[config.mk]
export PLATFORM = sky130hd
export DESIGN_NAME = bta_key_map
export DESIGN_NICKNAME = d
export VERILOG_FILES = /design/src/rtl/bta_pkg.sv /design/src/rtl/bta_key_map.sv
export SDC_FILE = /design/constraint.sdc
export NUM_CORES = 1
export LEC_CHECK = 0
export ABC_AREA = 1
export BUFFER_PORTS_ARGS = -buffer_cell sky130_fd_sc_hd__clkbuf_2
export CORE_AREA = 2 2 53 55
export DETAILED_ROUTE_END_ITERATION = 12
export DIE_AREA = 0 0 55 57
export PLACE_DENSITY = 0.76
export SETUP_SLACK_MARGIN = 0.4
export SLEW_MARGIN = 30
export SYNTH_ARGS = -nofsm -noshare
export SYNTH_HDL_FRONTEND = slang
export SYNTH_SLANG_ARGS = --single-unit
[constraint.sdc]
create_clock -name vclk -period 0.8
set_clock_uncertainty 0.05 [all_clocks]
set_input_delay 0.08 -clock vclk [all_inputs]
set_output_delay 0.08 -clock vclk [all_outputs]
set_load 0.01 [all_outputs]
[src/rtl/bta_pkg.sv]
// Shared types and constants for the button turbo auto-repeat block.
// Used by every module under rtl; depends on nothing else.
package bta_pkg;

  localparam int KEY_BITS       = 32;
  localparam int BUTTON_BITS    = 24;
  localparam int AXIS_BITS      = 8;
  localparam int TIME_BITS      = 48;
  localparam int CFG_DATA_BITS  = 32;
  localparam int CFG_INDEX_BITS = 2;
  localparam int NUM_KEYS_DEF   = 32;

  localparam logic [AXIS_BITS-1:0] AXIS_LOW  = AXIS_BITS'(64);
  localparam logic [AXIS_BITS-1:0] AXIS_HIGH = AXIS_BITS'(192);

  localparam logic [TIME_BITS-1:0] TIME_MAX = {TIME_BITS{1'b1}};

  // Configuration register indexes.
  localparam logic [CFG_INDEX_BITS-1:0] CFG_TURBO_MASK      = 2'd0;
  localparam logic [CFG_INDEX_BITS-1:0] CFG_START_DELAY     = 2'd1;
  localparam logic [CFG_INDEX_BITS-1:0] CFG_REPEAT_INTERVAL = 2'd2;

  localparam logic [CFG_DATA_BITS-1:0] START_DELAY_RST     = 32'd500000;
  localparam logic [CFG_DATA_BITS-1:0] REPEAT_INTERVAL_RST = 32'd100000;

  typedef struct packed {
    logic [BUTTON_BITS-1:0] buttons;
    logic [AXIS_BITS-1:0]   left_x;
    logic [AXIS_BITS-1:0]   left_y;
    logic [AXIS_BITS-1:0]   right_x;
    logic [AXIS_BITS-1:0]   right_y;
    logic [TIME_BITS-1:0]   now;
  } in_item_t;

  typedef struct packed {
    logic [KEY_BITS-1:0] keys;
    logic [KEY_BITS-1:0] pressed;
    logic [KEY_BITS-1:0] released;
    logic                changed;
  } out_item_t;

  typedef struct packed {
    logic [KEY_BITS-1:0]      turbo_mask;
    logic [CFG_DATA_BITS-1:0] start_delay;
    logic [CFG_DATA_BITS-1:0] repeat_interval;
  } cfg_t;

endpackage

[src/rtl/bta_key_map.sv]
// Builds the 32-bit key word from one poll: button bits plus stick directions.
// Depends on bta_pkg.
module bta_key_map
  import bta_pkg::*;
(
  input  in_item_t            item,
  output logic [KEY_BITS-1:0] keys
);

  logic [1:0] lx_dir, ly_dir, rx_dir, ry_dir;

  // Bit 0 of each pair is the low direction, bit 1 the high direction.
  function automatic logic [1:0] axis_dir(input logic [AXIS_BITS-1:0] v);
    logic [1:0] d;
    d = 2'b00;
    if (v < AXIS_LOW) begin
      d = 2'b01;
    end else if (v > AXIS_HIGH) begin
      d = 2'b10;
    end
    return d;
  endfunction

  always_comb begin
    lx_dir = axis_dir(item.left_x);
    ly_dir = axis_dir(item.left_y);
    rx_dir = axis_dir(item.right_x);
    ry_dir = axis_dir(item.right_y);
    keys   = {ry_dir, rx_dir, ly_dir, lx_dir, item.buttons};
  end

endmodule

======== Word-level counts from Yosys, hierarchy flattened ========
Index checks and enable logic that the tools add are counted.
word-level totals
  flip-flop bits (word level) ............. 0
  bits in latches ......................... 0
  bits in writable memories ............... 0
  bits in read-only memories .............. 0
  input bits .............................. 104
  output and inout port bits .............. 32
  logic and storage cells ................. 16
  memories kept ........................... 0
cells by class
  $add $sub $neg .......................... 0
  multiply operators ...................... 0
  div/mod/pow operators ................... 0
  order comparisons ....................... 8
  equal/unequal tests ..................... 0
  shifts and indexed selects .............. 0
  multiplexer cells ....................... 8
  bitwise logic cells ..................... 0
  reductions and logical operators ........ 0
operators with widths
  cell                                                                  count
  8-bit greater-than comparator, second input constant                  4
  8-bit by 7-bit < comparator with 1-bit output, second input constant  4
  2-bit 2-to-1 mux                                                      8

======== Longest topological paths before layout ========
Gate-level depths: netlist of run 1.
  word-level depth ........................ 3
  depth in mapped cells ................... 4
  mapped depth without buffers ............ 4

======== Least setup slack after synthesis of run 1 ========
No wires, ideal clock.
  path kind ............................... input-to-output
  start ................................... in item[72] (netlist bit)
  end ..................................... out keys[25]
  arrival time ............................ 339 ps
  required time ........................... 670 ps
  slack ................................... 331 ps
  stages .................................. 4
  buffers on the path ..................... 0
  path through ............................ nor2_1 > nand3_1 > nand2_1 > inv_1
between the ends
  word-level cells in the longest chain between the ends .. 3
  elaborated cells on any way between the ends .. 4
  those cells by class .................... order compare (2); mux (2)
RTL lines
  item                           RTL line           source
  start, declared                bta_key_map.sv:6   input in_item_t item,
  8-bit greater-than comparator  bta_key_map.sv:18  end else if (v > AXIS_HIGH) begin
  2-bit 2-to-1 mux               bta_key_map.sv:18
  2-bit 2-to-1 mux *             bta_key_map.sv:16  if (v < AXIS_LOW) begin
  end, declared                  bta_key_map.sv:7   output logic [KEY_BITS-1:0] keys
Every way passes the cells marked *; elsewhere a longest branch is shown, timed or not.

======== Final worst setup path of run 1 ========
  start ................................... in item[67] (netlist bit)
  end ..................................... out keys[27]
The elaborated chain is that of the path after synthesis.

==> impl_metrics.csv, run 1 <==
group,metric,value,unit
synth,ys_warn_count,0,
timing,relSlewSlack,94.5,%
synth,syn_nets,164,
synth,syn_area,330,um2
worst_hold_path,hold_path_depth,0,
global_route,grt_usage,4.86,%
worst_setup_path,slowest_stage,"clkbuf_2",
detailed_routing,vias,380,
power,ir_drop,0.000128,V
timing,hold_violations,0,
timing,worst_slew_pin_slew,82.1,ps
timing,whs,110,ps
final_layout,fillerInstances,293,
worst_hold_path,min_path_type,"in2out",
detailed_routing,first_iter_violations,0,
synth,synth_mux_area_share,0,%
synth,synth_top_family_by_area,"buffers and inverters",
worst_setup_path,worstSetupStartpointType,"input pin",
power,p_per_area,446,nW/um2
placement,io_buffer_count,40,
run,timing.max_cap.violations,0,
detailed_routing,ant_nets,0,
global_route,grt_max_degree,3,
worst_setup_path,crit_chain,"clkbuf_2 > nor2_4 > nand3_2 > nand2_2 > inv_2 > clkbuf_2",
worst_setup_path,cp_top_family,"simple AND/OR/NAND/NOR gates",
synth,yosysUniqueCellTypes,6,
detailed_routing,routed_wl,965,um
final_layout,layoutNonFillerInstCount,107,
synth,synthCells,60,
final_layout,layout-drive-gt1-share,86.8,%
timing,post-route-period-util,87.0,%
floorplan,io_pins,136,
global_route,grt_first_pass_wirelength,1150,um
synth,synthAdderAreaFrac,0,%
final_layout,final_util,24.2,%
final_layout,final_cell_mix,"clkbuf_2 (19), buf_6 (18), nor2_4 (13)",
synth,synth_xor_area_share,0,%
worst_setup_path,cpPeakStageDelay,110,ps
worst_setup_path,crit_buf_inv,3,
timing,setup_ws,104,ps
final_layout,area_growth,91.3,%
timing,period_needed,696,ps
final_layout,nFlopsAndLatches,0,
floorplan,die_w,55,um
synth,yosys.area_share.simple,36.4,%
worst_hold_path,hp-start,"item[80]",
global_route,overflow,0,
synth,synth_compound_area_share,0,%
worst_setup_path,path_max_fanout,1,
worst_setup_path,crit_type,"in2out",
power,p_leak,0.321,nW
floorplan,rows,19,
placement,dp_cells,107,
worst_setup_path,crit_start,"item[67]",
placement,dp_hpwl,797,um
final_layout,final_common_cell,"clkbuf_2",
final_layout,finalNetCount,182,
timing,setup_viol_count_final,0,
timing,rsz0062_at_grt,"yes",
detailed_routing,drc_errors,0,
placement,place.gp.congestion,0.616,
status,status,"complete, no violations",
final_layout,antenna_cells,0,
detailed_routing,viasPerCell,3.55,
worst_hold_path,min_to,"keys[0]",
floorplan,initial_core_util,12.6,%
detailed_routing,wl_per_cell,9.02,um
timing,max_freq,1440,MHz
timing,tns,0,ps
detailed_routing,drt-pass1-iter-count,1,
global_route,grt_pass1_vias,294,
floorplan,core_area,2620,um2
synth,yosysSeqAreaShare,0,%
global_route,antenna_found_initial,0,
worst_setup_path,cp.required,670,ps
worst_setup_path,crit_top_cell,"clkbuf_2",
final_layout,multi_input_area,240,um2
worst_setup_path,end_kind,"output pin",
timing,drv_slew,0,
synth,avgSynthCellArea,5.51,um2
placement,pre_cts_ws,65.0,ps
worst_setup_path,arrival,570,ps
final_layout,nClkBuffers,0,
final_layout,ff_latch_area,0,um2
floorplan,fp.dieH,57,um
floorplan,die-area,3140,um2
==> layer usage <==
metal  vias up  track usage (%)  share of wire, %
met2        39             8.16                48
li1        184                -                 -
met3         8             2.62                24
met5         -                0                 0
met1       149             4.17                24
met4         0             3.48               5.2
==> synth_stat cells (all sizes together) <==
| master | number | area, um2 |
|---|---|---|
| nand2 | 8 | 30.0 |
| buf | 24 | 180 |
| nor2 | 16 | 70.1 |
| nand3 | 4 | 20.0 |
| inv | 8 | 30.0 |
==> how the worst max path moves through the flow <==
| stage | slack (ps) | endpoint | depth (start not counted) |
|---|---|---|---|
| floorplan | 330 | keys[25] | 4 |
| global placement | 70 | keys[27] | 6 |
| detailed placement | 70 | keys[27] | 6 |
| CTS | 90 | keys[27] | 6 |
| global route | 50 | keys[25] | 6 |
| finish | 100 | keys[27] | 6 |
==> cell families after synthesis <==
family / after synthesis
buf+inv: 32
simple gates: 28
==> metrics by stage <==
| step | area [um2] | power, W |
|---|---|---|
| 2_1_floorplan | 380 | 0.000186 |
| 3_3_place_gp | 439 | 0.000184 |
| 3_5_place_dp | 439 | 0.000187 |
| 4_1_cts | 464 | 0.000197 |
| 5_1_grt | 632 | 0.000307 |
| 6_report | 632 | 0.000282 |
==> power breakdown <==
group | internal, W | total (W) | switching [W]
combinational | 0.000169 | 0.000282 | 0.000112
clock | 0 | 0 | 0
sequential | 0 | 0 | 0
==> what timing repair did <==
| item | in CTS | in global routing |
|---|---|---|
| gates cloned | 0 | 0 |
| hold buffers | 0 | 0 |
| gates resized for setup | 6 | 47 |
| hold endpoints to repair | 0 | 0 |
| setup buffers | 0 | 0 |
| endpoints found under the setup margin | 8 | 8 |
| pin swaps | 10 | 19 |
==> layout make-up <==
cell class | count | area share (%)
tap | 31 | 6.14
timing repair buffer | 40 | 51.1
inverter | 8 | 4.75
multi-input combinational | 28 | 38.0
(Power assumes the default switching activity.)
==> run 2, diff against run 1 <==
- CORE_AREA: 2 2 53 55 -> 3 3 51 53
- DIE_AREA: 0 0 55 57 -> 0 0 54 56
- PLACE_DENSITY: 0.76 -> 0.84
==> run 2 against run 1 <==
  * Worst hold slack is the same
  * Global-route usage shrank 0.15 points
  * Fmax shrank 1.2%
  * Via count shrank 0.53%
  * Combinational power grew 6%
  * Count of clock-buffer cells in the layout is the same
  * Critical path type unchanged
  * Critical endpoint unchanged
  * Largest power group unchanged
==> impl_metrics.csv, run 2 (synthesis results as in run 1) <==
group,metric,value,unit
timing,relSlewSlack,94.5,%
timing,worst_slew_pin_slew,82.4,ps
final_layout,final_cell_mix,"buf_6 (19), clkbuf_2 (18), nor2_4 (15)",
worst_setup_path,cp_top_family,"simple AND/OR/NAND/NOR gates",
detailed_routing,drt-pass1-iter-count,1,
placement,io_buffer_count,40,
worst_setup_path,crit_chain,"clkbuf_2 > nor2_4 > nand3_2 > nand2_1 > inv_2 > buf_6",
final_layout,antenna_cells,0,
worst_setup_path,crit_type,"in2out",
cts,hold_buffers,0,
timing,period_needed,705,ps
detailed_routing,vias,378,
floorplan,die-area,3020,um2
worst_setup_path,slowest_stage,"buf_6",
global_route,antenna_found_initial,0,
global_route,grt_usage,4.71,%
detailed_routing,wl_per_cell,9.69,um
placement,placed_area,435,um2
placement,dp_hpwl,762,um
detailed_routing,first_iter_violations,0,
floorplan,rows,17,
final_layout,finalNetCount,182,
global_route,overflow,0,
detailed_routing,viasPerCell,3.63,
power,p_per_area,458,nW/um2
final_layout,area_growth,98.1,%
global_route,grt_pass1_vias,310,
detailed_routing,routed_wl,1010,um
worst_setup_path,path_max_fanout,1,
run,timing.max_cap.violations,0,
status,status,"complete, no violations",
final_layout,nFlopsAndLatches,0,
final_layout,ff_latch_area,0,um2
worst_setup_path,arrival,570,ps
global_route,grt_max_degree,3,
worst_setup_path,crit_buf_inv,3,
worst_setup_path,end_kind,"output pin",
timing,whs,110,ps
final_layout,finish.instance_area,654,um2
timing,hold_violations,0,
global_route,grt_first_pass_wirelength,1170,um
power,ir_drop,0.000175,V
floorplan,io_pins,136,
worst_setup_path,cp.required,670,ps
timing,max_freq,1420,MHz
detailed_routing,drc_errors,0,
timing,rsz0062_at_grt,"yes",
worst_hold_path,min_path_type,"in2out",
power,p_leak,0.327,nW
final_layout,nClkBuffers,0,
floorplan,initial_core_util,15.1,%
timing,drv_slew,0,
timing,tns,0,ps
final_layout,final_common_cell,"buf_6",
detailed_routing,ant_nets,0,
floorplan,fp.dieH,56,um
floorplan,die_w,54,um
placement,place.gp.congestion,0.572,
floorplan,core_area,2190,um2
worst_setup_path,worstSetupStartpointType,"input pin",
timing,setup_viol_count_final,0,
final_layout,layout-drive-gt1-share,86.8,%
timing,post-route-period-util,88.1,%
worst_setup_path,cpPeakStageDelay,110,ps
## run 2: cell types whose count changed in the layout (fill, tap and decap cells not counted), sizes merged
cell / previous run / this run
clkbuf: 19 / 18
buf: 21 / 22
## run 2: through the flow
stage / power, W / cells / util (%) / setup slack [ps]
after floorplan: 0.000186 / 60 / - / 335
after global placement: 0.000184 / 104 / 19.9 / 5.02
after detailed placement: 0.000187 / 104 / 19.9 / 32.1
after CTS: 0.000195 / 104 / 20.6 / 58.7
after global routing: 0.000325 / 104 / 29.9 / 71.2
final: 0.000300 / 104 / 29.9 / 95.4
## run 2: final timing paths
kind | from | endpoint | slack [ps] | cells past startpoint
max | item[67] | keys[27] | 100 | 6
min | item[92] | keys[12] | 110 | 0
## run 2: layout make-up
class                           instances  area, um2
Inverter                                8       30.0
Fill cell                             247       1540
Multi-Input combinational cell         28        250
Timing Repair Buffer                   40        339
Tap cell                               28       35.0
## run 2: power by group
group | switching [W] | internal (W) | leakage, nW
logic | 0.000120 | 0.000180 | 0.327
clock network | 0 | 0 | 0
registers | 0 | 0 | 0
total | 0.000120 | 0.000180 | 0.327
## run 2: what timing repair did
item,in CTS,in global routing
pin swaps,7,21
resized for setup,4,55
setup buffers,0,0
gates cloned,0,0
endpoints found under the setup margin,8,8
## run 2: layer usage
layer	vias to the layer above	routed length, um	global-route usage (%)
met2	24	600	8.30
met4	0	17	2.49
met3	6	150	1.61
met1	164	239	4.60
met5	-	0	0
li1	184	-	-
==> run 3, diff against run 2 <==
- BUFFER_PORTS_ARGS: -buffer_cell sky130_fd_sc_hd__clkbuf_2 -> unset
- DONT_BUFFER_PORTS: unset -> 1
- PLACE_DENSITY: 0.84 -> unset
- PLACE_DENSITY_LB_ADDON: unset -> 0.08
- SETUP_SLACK_MARGIN: 0.4 -> unset
==> run 3 against run 2 <==
  * Fmax increased by 38%
  * Combinational power decreased by 82%
  * Global-route usage decreased by 2.5 points
  * Cell area decreased by 72%
  * Worst setup slack improved by 200 ps
  * Critical path depth decreased by 2
  * Total power decreased by 82%
  * Critical path type unchanged
  * Critical endpoint unchanged
  * Largest cell class is now multi-input gates
  * Highest routed layer unchanged
==> impl_metrics.csv, run 3 (synthesis results as in run 1) <==
group,metric,value,unit
detailed_routing,drt-pass1-iter-count,1,
floorplan,die-area,3020,um2
worst_hold_path,hp-start,"item[80]",
power,ir_drop,0.0000348,V
timing,worst_slew_pin_slew,209,ps
final_layout,nFlopsAndLatches,0,
detailed_routing,first_iter_violations,0,
worst_setup_path,crit_chain,"nor2_1 > nand3_1 > nand2_1 > inv_1",
worst_setup_path,cpPeakStageDelay,90,ps
power,power,0.0000534,W
floorplan,initial_core_util,15.1,%
timing,relSlewSlack,86.0,%
final_layout,multi_input_area,120,um2
final_layout,antenna_cells,0,
floorplan,io_pins,136,
final_layout,area_growth,-43.9,%
worst_hold_path,hold_path_depth,0,
power,p_per_area,288,nW/um2
worst_setup_path,crit_type,"in2out",
global_route,grt_max_degree,3,
detailed_routing,wl_per_cell,8.50,um
detailed_routing,ant_nets,0,
global_route,overflow,0,
final_layout,layout-drive-gt1-share,11.1,%
detailed_routing,viasPerCell,3.19,
placement,place.gp.congestion,0.454,
final_layout,ff_latch_area,0,um2
final_layout,final_util,8.45,%
timing,rsz0062_at_grt,"no",
timing,drv_slew,0,
floorplan,die_w,54,um
status,status,"complete, no violations",
detailed_routing,routed_wl,544,um
final_layout,final_common_cell,"nor2_1",
floorplan,fp.dieH,56,um
global_route,grt_first_pass_wirelength,565,um
timing,setup_viol_count_final,0,
final_layout,finish.instance_area,185,um2
worst_setup_path,path_max_fanout,1,
detailed_routing,vias,204,
floorplan,core_area,2190,um2
global_route,grt_usage,2.20,%
placement,io_buffer_count,0,
detailed_routing,drc_errors,0,
cts,cts.repair.resized,0,
worst_setup_path,slowest_stage,"nand3_1",
worst_hold_path,min_to,"keys[0]",
global_route,grt_pass1_vias,157,
placement,placed_area,185,um2
timing,tns,0,ps
final_layout,final_cell_mix,"nor2_1 (12), nand2_1 (8), inv_1 (8)",
worst_setup_path,cp.required,670,ps
timing,max_freq,1960,MHz
worst_hold_path,min_path_type,"in2out",
power,p_leak,0.112,nW
cts,hold_buffers,0,
global_route,antenna_found_initial,0,
timing,period_needed,509,ps
final_layout,fillerInstances,268,
placement,dp_hpwl,508,um
final_layout,finalNetCount,142,
run,timing.max_cap.violations,0,
worst_setup_path,worstSetupStartpointType,"input pin",
worst_setup_path,end_kind,"output pin",
timing,post-route-period-util,63.7,%
worst_setup_path,arrival,380,ps
timing,hold_violations,0,
final_layout,nClkBuffers,0,
floorplan,rows,17,
cts,post_cts_buffers,0,
[run 3: cell count changes in the layout (fill, tap and decap cells not counted), sizes merged]
cell / before / now
buf: 22 / 0
clkbuf: 18 / 0
[run 3: routing by layer]
metal,up-vias,track usage [%],share of wire (%)
met4,0,1.78,2.4
met1,76,1.27,22
met3,4,1.34,27
li1,104,-,-
met5,-,0,0
met2,20,4.15,48
[run 3: how the worst max path moves through the flow]
stage               startpoint       end  slack, ps  depth (start not counted)
finish                item[64]  keys[27]        290                          4
global route          item[50]  keys[31]        220                          4
CTS                   item[64]  keys[27]        260                          4
detailed placement    item[64]  keys[27]        260                          4
global placement      item[66]  keys[27]        270                          4
floorplan             item[72]  keys[25]        330                          4
[run 3: layout make-up]
| cell class | count | area share [%] |
|---|---|---|
| multi-input combinational | 28 | 64.9 |
| tap | 28 | 18.9 |
| inverter | 8 | 16.2 |
[run 3: worst max-delay path, delay by kind of cell]
kind | cells | cell delay, ps
and+or+nand+nor | 3 | 240
buffers and inverters | 1 | 60
[run 3: power by group]
group	leakage, nW	internal [W]	switching (W)	total (W)
clock	0	0	0	0
sequential	0	0	0	0
combinational	0.112	0.0000211	0.0000323	0.0000534
total	0.112	0.0000211	0.0000323	0.0000534
[run 3: metrics by stage]
step / instances / hold slack [ps] / setup WS [ps]
6_report: 64 / 110 / 291
4_1_cts: 64 / 110 / 261
2_1_floorplan: 60 / 153 / 331
3_3_place_gp: 64 / 110 / 273
5_1_grt: 64 / 110 / 220
3_5_place_dp: 64 / 110 / 262
